`src/sv/asn1ts_pkg.sv`:
```
package asn1ts_pkg;

    localparam logic [7:0] TAG_UTC = 8'h17;
    localparam logic [7:0] TAG_GEN = 8'h18;
    localparam logic [7:0] LEN_UTC = 8'd13;
    localparam logic [7:0] LEN_GEN = 8'd15;
    localparam logic [7:0] CHAR_0  = 8'h30;
    localparam logic [7:0] CHAR_9  = 8'h39;
    localparam logic [7:0] CHAR_Z  = 8'h5A;

    localparam int NUM_CHARS = 15;
    localparam int NUM_LANES = 7;

    // days from 0001-01-01 to 1970-01-01
    localparam logic [23:0] DAYS_1970 = 24'd719162;
    // floor(x / 100) = (x * 5243) >> 19, exact for x < 2^14
    localparam logic [26:0] DIV100_MUL   = 27'd5243;
    localparam int          DIV100_SHIFT = 19;

    typedef struct packed {
        logic [7:0]  time_tag;
        logic [7:0]  content_length;
        logic [63:0] text_first;
        logic [55:0] text_rest;
    } asn1ts_in_t;

    typedef struct packed {
        logic        time_valid;
        logic [37:0] epoch_seconds;
    } asn1ts_out_t;

    typedef struct packed {
        logic is_utc;
        logic is_gen;
        logic len_ok;
        logic z_ok;
    } asn1ts_hdr_t;

    typedef struct packed {
        logic        ok;
        logic [13:0] year;
        logic [6:0]  month;
        logic [6:0]  day;
        logic [6:0]  hour;
        logic [6:0]  minute;
        logic [6:0]  second;
    } asn1ts_fld_t;

    typedef struct packed {
        logic        ok;
        logic [21:0] days;
        logic [16:0] tod;
    } asn1ts_cal_t;

    function automatic logic [8:0] month_start(input logic [6:0] mo);
        logic [8:0] r;
        unique case (mo)
            7'd2:    r = 9'd31;
            7'd3:    r = 9'd59;
            7'd4:    r = 9'd90;
            7'd5:    r = 9'd120;
            7'd6:    r = 9'd151;
            7'd7:    r = 9'd181;
            7'd8:    r = 9'd212;
            7'd9:    r = 9'd243;
            7'd10:   r = 9'd273;
            7'd11:   r = 9'd304;
            7'd12:   r = 9'd334;
            default: r = 9'd0;
        endcase
        return r;
    endfunction

endpackage

```
`src/sv/asn1_time_to_epoch_seconds_top.sv`:
```
// ASN.1 time to Unix seconds.
// Input channel item_valid/item_ready carries one word: tag byte, content
// length and up to 15 ASCII characters (UTCTime 0x17, GeneralizedTime 0x18).
// Output channel result_valid/result_ready carries one word per input:
// time_valid and epoch_seconds (zero when time_valid is low).
// Pipeline: lanes decode the seven digit pairs side by side, a merge stage
// picks the fields by format and range checks them, two calendar stages
// form the day count and time of day, and the output stage scales days by
// 86400. One word is accepted per cycle while the output is not stalled.
// A stalled output (result_valid high, result_ready low) freezes the whole
// pipeline and drops item_ready; nothing is lost or reordered.
// Reset clears all stage valid flags, so no result is shown after reset.
module asn1_time_to_epoch_seconds_top
    import asn1ts_pkg::*;
(
    input  logic        clk,
    input  logic        rst_n,
    input  logic        item_valid,
    output logic        item_ready,
    input  asn1ts_in_t  item,
    output logic        result_valid,
    input  logic        result_ready,
    output asn1ts_out_t result
);

    logic                      adv;
    logic [3:0]                v_reg;
    logic [3:0]                v_next;
    logic                      result_valid_reg;
    logic                      result_valid_next;
    asn1ts_out_t               result_reg;
    asn1ts_out_t               result_next;

    logic [NUM_CHARS-1:0][7:0] ch;
    asn1ts_hdr_t               hdr_next;
    asn1ts_hdr_t               hdr_reg;
    logic [NUM_LANES-1:0][6:0] pair_val;
    logic [NUM_LANES-1:0]      pair_ok;
    asn1ts_fld_t               fld;
    asn1ts_cal_t               cal;
    logic [38:0]               secs;

    assign adv          = result_ready || !result_valid_reg;
    assign item_ready   = adv;
    assign result_valid = result_valid_reg;
    assign result       = result_reg;

    always_comb
    begin
        for (int i = 0; i < 8; i++)
        begin
            ch[i] = item.text_first[63 - 8*i -: 8];
        end
        for (int i = 8; i < NUM_CHARS; i++)
        begin
            ch[i] = item.text_rest[55 - 8*(i-8) -: 8];
        end
        hdr_next.is_utc = (item.time_tag == TAG_UTC);
        hdr_next.is_gen = (item.time_tag == TAG_GEN);
        hdr_next.len_ok = hdr_next.is_utc ? (item.content_length == LEN_UTC)
                                          : (item.content_length == LEN_GEN);
        hdr_next.z_ok   = hdr_next.is_utc ? (ch[12] == CHAR_Z) : (ch[14] == CHAR_Z);
    end

    genvar g;
    generate
        for (g = 0; g < NUM_LANES; g++)
        begin : g_lane
            asn1ts_lane u_lane (
                .clk     (clk),
                .en      (adv),
                .ch_hi   (ch[2*g]),
                .ch_lo   (ch[2*g+1]),
                .val_reg (pair_val[g]),
                .ok_reg  (pair_ok[g])
            );
        end
    endgenerate

    always_ff @(posedge clk)
    begin
        if (adv)
        begin
            hdr_reg <= hdr_next;
        end
    end

    asn1ts_merge u_merge (
        .clk      (clk),
        .en       (adv),
        .hdr      (hdr_reg),
        .pair_val (pair_val),
        .pair_ok  (pair_ok),
        .fld_reg  (fld)
    );

    asn1ts_cal u_cal (
        .clk     (clk),
        .en      (adv),
        .fld     (fld),
        .cal_reg (cal)
    );

    always_comb
    begin
        secs                      = ({17'b0, cal.days} * 39'd86400) + {22'b0, cal.tod};
        result_next.time_valid    = cal.ok;
        result_next.epoch_seconds = cal.ok ? secs[37:0] : 38'd0;
        v_next                    = {v_reg[2:0], item_valid};
        result_valid_next         = v_reg[3];
    end

    always_ff @(posedge clk or negedge rst_n)
    begin
        if (!rst_n)
        begin
            v_reg            <= '0;
            result_valid_reg <= 1'b0;
        end
        else if (adv)
        begin
            v_reg            <= v_next;
            result_valid_reg <= result_valid_next;
        end
    end

    always_ff @(posedge clk)
    begin
        if (adv)
        begin
            result_reg <= result_next;
        end
    end

    a_invalid_zero: assert property (@(posedge clk) disable iff (!rst_n)
        (result_valid && !result.time_valid) |-> (result.epoch_seconds == 38'd0))
        else $error("invalid result with nonzero seconds");

    a_max_seconds: assert property (@(posedge clk) disable iff (!rst_n)
        (result_valid && result.time_valid) |-> (result.epoch_seconds <= 38'd253402300800))
        else $error("seconds beyond 9999-12-31 23:59:60");

    a_pipe_move: assert property (@(posedge clk) disable iff (!rst_n)
        adv |=> (result_valid_reg == $past(v_reg[3])))
        else $error("pipeline valid lost on advance");

    a_stall_hold: assert property (@(posedge clk) disable iff (!rst_n)
        !adv |=> ($stable(v_reg) && $stable(cal)))
        else $error("pipeline moved during stall");

endmodule

```
`src/sv/asn1ts_lane.sv`:
```
module asn1ts_lane
    import asn1ts_pkg::*;
(
    input  logic       clk,
    input  logic       en,
    input  logic [7:0] ch_hi,
    input  logic [7:0] ch_lo,
    output logic [6:0] val_reg,
    output logic       ok_reg
);

    logic [7:0] diff_hi;
    logic [7:0] diff_lo;
    logic [6:0] val_next;
    logic       ok_next;

    always_comb
    begin
        diff_hi  = ch_hi - CHAR_0;
        diff_lo  = ch_lo - CHAR_0;
        ok_next  = (ch_hi >= CHAR_0) && (ch_hi <= CHAR_9) &&
                   (ch_lo >= CHAR_0) && (ch_lo <= CHAR_9);
        val_next = ({3'b000, diff_hi[3:0]} * 7'd10) + {3'b000, diff_lo[3:0]};
    end

    always_ff @(posedge clk)
    begin
        if (en)
        begin
            val_reg <= val_next;
            ok_reg  <= ok_next;
        end
    end

endmodule

```
`src/sv/asn1ts_merge.sv`:
```
module asn1ts_merge
    import asn1ts_pkg::*;
(
    input  logic                      clk,
    input  logic                      en,
    input  asn1ts_hdr_t               hdr,
    input  logic [NUM_LANES-1:0][6:0] pair_val,
    input  logic [NUM_LANES-1:0]      pair_ok,
    output asn1ts_fld_t               fld_reg
);

    asn1ts_fld_t fld_next;
    logic        fmt_ok;
    logic        range_ok;

    always_comb
    begin
        fld_next = '0;
        if (hdr.is_utc)
        begin
            fmt_ok          = hdr.len_ok && hdr.z_ok && (&pair_ok[5:0]);
            fld_next.year   = (pair_val[0] >= 7'd50) ? 14'd1900 + {7'b0, pair_val[0]}
                                                      : 14'd2000 + {7'b0, pair_val[0]};
            fld_next.month  = pair_val[1];
            fld_next.day    = pair_val[2];
            fld_next.hour   = pair_val[3];
            fld_next.minute = pair_val[4];
            fld_next.second = pair_val[5];
        end
        else
        begin
            fmt_ok          = hdr.is_gen && hdr.len_ok && hdr.z_ok && (&pair_ok);
            fld_next.year   = ({7'b0, pair_val[0]} * 14'd100) + {7'b0, pair_val[1]};
            fld_next.month  = pair_val[2];
            fld_next.day    = pair_val[3];
            fld_next.hour   = pair_val[4];
            fld_next.minute = pair_val[5];
            fld_next.second = pair_val[6];
        end
        range_ok = (fld_next.year >= 14'd1970) &&
                   (fld_next.month >= 7'd1) && (fld_next.month <= 7'd12) &&
                   (fld_next.day >= 7'd1) && (fld_next.day <= 7'd31) &&
                   (fld_next.hour <= 7'd23) && (fld_next.minute <= 7'd59) &&
                   (fld_next.second <= 7'd60);
        fld_next.ok = fmt_ok && range_ok;
    end

    always_ff @(posedge clk)
    begin
        if (en)
        begin
            fld_reg <= fld_next;
        end
    end

endmodule

```
`src/sv/asn1ts_cal.sv`:
```
module asn1ts_cal
    import asn1ts_pkg::*;
(
    input  logic        clk,
    input  logic        en,
    input  asn1ts_fld_t fld,
    output asn1ts_cal_t cal_reg
);

    // stage A: year - 1 and the divisions by 100
    logic [13:0] p_next;
    logic [26:0] p_prod;
    logic [26:0] y_prod;
    logic [13:0] p_reg;
    logic [6:0]  pq_reg;
    logic [6:0]  yq_reg;
    asn1ts_fld_t f_reg;

    // stage B: day count and time of day
    logic [13:0] y_cent;
    logic        leap;
    logic [23:0] leap_add;
    logic [23:0] days_sum;
    logic [16:0] tod_sum;
    asn1ts_cal_t cal_next;

    always_comb
    begin
        p_next = fld.year - 14'd1;
        p_prod = {13'b0, p_next} * DIV100_MUL;
        y_prod = {13'b0, fld.year} * DIV100_MUL;
    end

    always_ff @(posedge clk)
    begin
        if (en)
        begin
            p_reg  <= p_next;
            pq_reg <= p_prod[DIV100_SHIFT +: 7];
            yq_reg <= y_prod[DIV100_SHIFT +: 7];
            f_reg  <= fld;
        end
    end

    always_comb
    begin
        y_cent   = {7'b0, yq_reg} * 14'd100;
        leap     = (f_reg.year[1:0] == 2'b00) &&
                   ((f_reg.year != y_cent) || (yq_reg[1:0] == 2'b00));
        leap_add = (leap && (f_reg.month > 7'd2)) ? 24'd1 : 24'd0;
        days_sum = ({10'b0, p_reg} * 24'd365) + {12'b0, p_reg[13:2]}
                 - {17'b0, pq_reg} + {19'b0, pq_reg[6:2]}
                 + {15'b0, month_start(f_reg.month)} + {17'b0, f_reg.day} - 24'd1
                 + leap_add - DAYS_1970;
        tod_sum  = ({10'b0, f_reg.hour} * 17'd3600) + ({10'b0, f_reg.minute} * 17'd60)
                 + {10'b0, f_reg.second};
        cal_next.ok   = f_reg.ok;
        cal_next.days = days_sum[21:0];
        cal_next.tod  = tod_sum;
    end

    always_ff @(posedge clk)
    begin
        if (en)
        begin
            cal_reg <= cal_next;
        end
    end

endmodule
```
`config.mk`:
```
export PLATFORM = sky130hd
export DESIGN_NAME = asn1_time_to_epoch_seconds_top
export DESIGN_NICKNAME = d
export VERILOG_FILES = /design/src/sv/asn1ts_pkg.sv /design/src/sv/asn1_time_to_epoch_seconds_top.sv /design/src/sv/asn1ts_lane.sv /design/src/sv/asn1ts_merge.sv /design/src/sv/asn1ts_cal.sv
export SDC_FILE = /design/constraint.sdc
export NUM_CORES = 2
export LEC_CHECK = 0
export BUFFER_PORTS_ARGS = -buffer_cell sky130_fd_sc_hd__clkbuf_2
export CAP_MARGIN = 0
export CORE_UTILIZATION = 35
export DETAILED_ROUTE_END_ITERATION = 10
export HOLD_SLACK_MARGIN = 0.15
export PLACE_DENSITY = 0.51
export SLEW_MARGIN = 20
export SYNTH_ARGS = -nofsm -noshare
export SYNTH_HDL_FRONTEND = slang
export SYNTH_HIERARCHICAL = 1
export SYNTH_SLANG_ARGS = --single-unit
```
`constraint.sdc`:
```
create_clock -name clk -period 13.17 [get_ports clk]
set_input_delay 1.9755 -clock clk [delete_from_list [all_inputs] [get_ports clk]]
set_output_delay 1.9755 -clock clk [all_outputs]
set_load 0.05 [all_outputs]
```
==> run_results.csv <==
group,metric,value,unit
yosys,ys_seq_area_frac,0.264,
yosys,synth_warnings,6,
floorplan,start_util,0.354,
clock_tree,clk_pin_slew,0.06,ns
route,drt-initial-drc-count,620,
setup_path,cpMostUsedCell,"fa_1",
grt,grt_pass1_wl,109,mm
cells_and_area,final_common_cell,"ha_1",
yosys,syn_area,31500,sq um
floorplan,boundaryPins,181,
floorplan,die_height,302,um
clock_tree,clk_path_buf_depth,3,
grt,grt_pass1_vias,20959,
yosys,postSynthNetCount,3926,
sta,fmax,0.132,GHz
grt,grt_overflow,0,
sta,fin_crit,7.56,ns
yosys,yosysTopAreaCell,"edfxtp_1",
sta,setup_tns,0,ns
sta,clock_skew,0.0267,ns
clock_tree,root_buffer,"clkbuf_16",
clock_tree,cts_setup_buffers,0,
flow_run,max-cap-violations,0,
sta,setup_viol,0,
setup_path,cpMaxStageDelayCell,"fa_1",
setup_path,ff2ff_path_depth,25,
floorplan,core_area,88800,sq um
yosys,synth.top_cell.area_share,0.255,
route,ant_nets,0,
setup_path,crit_type,"reg2reg",
route,drc_errors,2,
setup_path,cp_max_fo,3,
grt,grt_util_all_layers,0.148,
route,wl_per_cell,15.2,um
route,num_vias,20107,
setup_path,r2r-end,"u_cal/cal_reg[36]",
route,drt-total-wl,65.2,mm
cells_and_area,multi_input_area,20900,sq um
place,port_buffers,180,
cells_and_area,area_growth,11.2,%
yosys,syn_area_per_cell,10.9,sq um
yosys,synth_area_leaders,"edfxtp_1 (25%), ha_1 (23%), fa_1 (19%), inv_1 (6.8%), xnor2_1 (3.6%)",
route,firstDrtPassIters,10,
grt,antenna_found_initial,0,
hold_path,min_from,"u_merge/fld_reg[14]",
run_status,failed_checks,"DRC",
sta,maxSlewViolCount,0,
sta,period_share,0.574,
clock_tree,cts_resized,0,
setup_path,arrival,7.84,ns
yosys,synth_seq_cells,281,
cells_and_area,n_antenna_cell,0,
clock_tree,cts_buffers,35,
clock_tree,clkLatencyLatePin,0.57,ns
cells_and_area,largest_register_ffs,50,
clock_tree,cts_tree,"yes",
hold_path,whs_path_depth,0,
yosys,syn_inst,2896,
yosys,synth_top_flop_cell,"edfxtp_1",
place,detailedPlacementHpwl,55.1,mm
yosys,synth_cell_types,91,
floorplan,fp-row-count,109,
cells_and_area,seqCellArea,8320,sq um
sta,relSlewSlack,0.262,
yosys,async_flop_share,0.0178,
setup_path,rr_startpoint,"u_cal/yq_reg[3]",
setup_path,critPathRequiredTime,13.45,ns
hold_path,hp-class,"reg2reg",
place,finalWeightedCongestion,0.813,
cells_and_area,nets,4132,
cells_and_area,fillers,8670,
grt,grt_max_degree,161,
clock_tree,ctsHoldBuffers,0,
hold_path,hold_end,"u_cal/f_reg[14]",
sta,tightest_slew,1.10,ns
cells_and_area,layout_common_cells,"ha_1 (590), inv_1 (574), fa_1 (300)",
yosys,synth-edff-count,267,
cells_and_area,drive_gt1_frac,0.112,
clock_tree,htreeDepth,2,
clock_tree,cts_sinks,281,
floorplan,die_x,302,um
run_status,outcome,"complete, but fails checks",
setup_path,start_kind,"flip-flop",
setup_path,r2r_setup_slack,5.61,ns
sta,hold_viol_final,0,
route,vias_per_cell,4.68,
sta,rsz0062_at_grt,"no",
setup_path,cpPeakStageDelay,0.57,ns
floorplan,die_area,91100,sq um
setup_path,crit_path_end_kind,"flip-flop",
worst max-delay path by stage:
stage | startpoint | endpoint | slack (ns) | depth (start not counted)
2_1_floorplan | result_ready | item_ready | 1.36 | 2
3_3_place_gp | u_cal/yq_reg[3] | u_cal/cal_reg[36] | 5.70 | 24
3_5_place_dp | u_cal/yq_reg[3] | u_cal/cal_reg[36] | 5.62 | 24
4_1_cts | u_cal/yq_reg[3] | u_cal/cal_reg[36] | 5.59 | 24
5_1_grt | u_cal/yq_reg[1] | u_cal/cal_reg[36] | 5.03 | 26
6_report | u_cal/yq_reg[3] | u_cal/cal_reg[36] | 5.61 | 25
Yosys cell counts (15+ instances only):
cell and n:
ha_1 590, inv_1 574, fa_1 300, edfxtp_1 267
nor2_1 137, xnor2_1 129, a21oi_1 99, nand2_1 91
o21ai_0 73, xor2_1 63, nand3_1 52, a21o_1 49
mux2_2 38, nor3_1 33, and2_1 24, nor2b_1 21
nand4_1 18, o21a_1 18, nor4_1 17, o21ai_1 17
nand2b_1 16, mux2i_1 15
cell type report:
| class | instances | area share |
|---|---|---|
| clock buffers | 38 | 0.0253 |
| inverters | 576 | 0.0618 |
| clock inverters | 26 | 0.00769 |
| repair buffers | 195 | 0.0293 |
| flip-flops and latches | 281 | 0.238 |
| multi-input cells | 2013 | 0.596 |
| well taps | 1165 | 0.0417 |
per-layer routing:
layer | up-vias | track usage | wire length (um)
met5 | - | 0 | 0
met4 | 0 | 0.0339 | 1240
met3 | 68 | 0.0179 | 1760
met2 | 256 | 0.250 | 30700
met1 | 9548 | 0.203 | 31500
li1 | 10235 | - | -
critical path, delay by kind of cell, from the launching register on:
kind / cells / cell delay (ns)
AOI/OAI and AO/OA: 9 / 1.89
xor gates and xnor gates: 1 / 0.13
adders and majority gates: 10 / 4.06
buffers and inverters: 1 / 0.07
DFF: 1 / 0.45
muxes: 1 / 0.23
and+or+nand+nor: 3 / 0.45
metrics by stage:
stage	std cells	utilization	area [sq um]	hold slack, ns	setup WS (ns)
after global placement	4230	0.381	33800	0.401	5.70
after detailed placement	4230	0.381	33800	0.405	5.62
after global routing	4294	0.394	35000	0.426	5.03
after CTS	4294	0.394	35000	0.409	5.59
final	4294	0.394	35000	0.406	5.61
after floorplan	2896	-	31500	0.400	1.36
logic make-up (layout without fill, tap and decap cells):
family	after synthesis	after routing	share of synthesized area
buffers and inverters	602	835	0.0725
DFF	281	281	0.264
adders and majority gates	890	890	0.425
AOI/OAI and AO/OA	385	385	0.0820
xor gates and xnor gates	195	195	0.0553
and+or+nand+nor	487	487	0.0807
muxes	56	56	0.0196
Power is left out: the tool's default activity adds up to more than one toggle a clock period on the data nets, which glitch-free logic cannot reach.
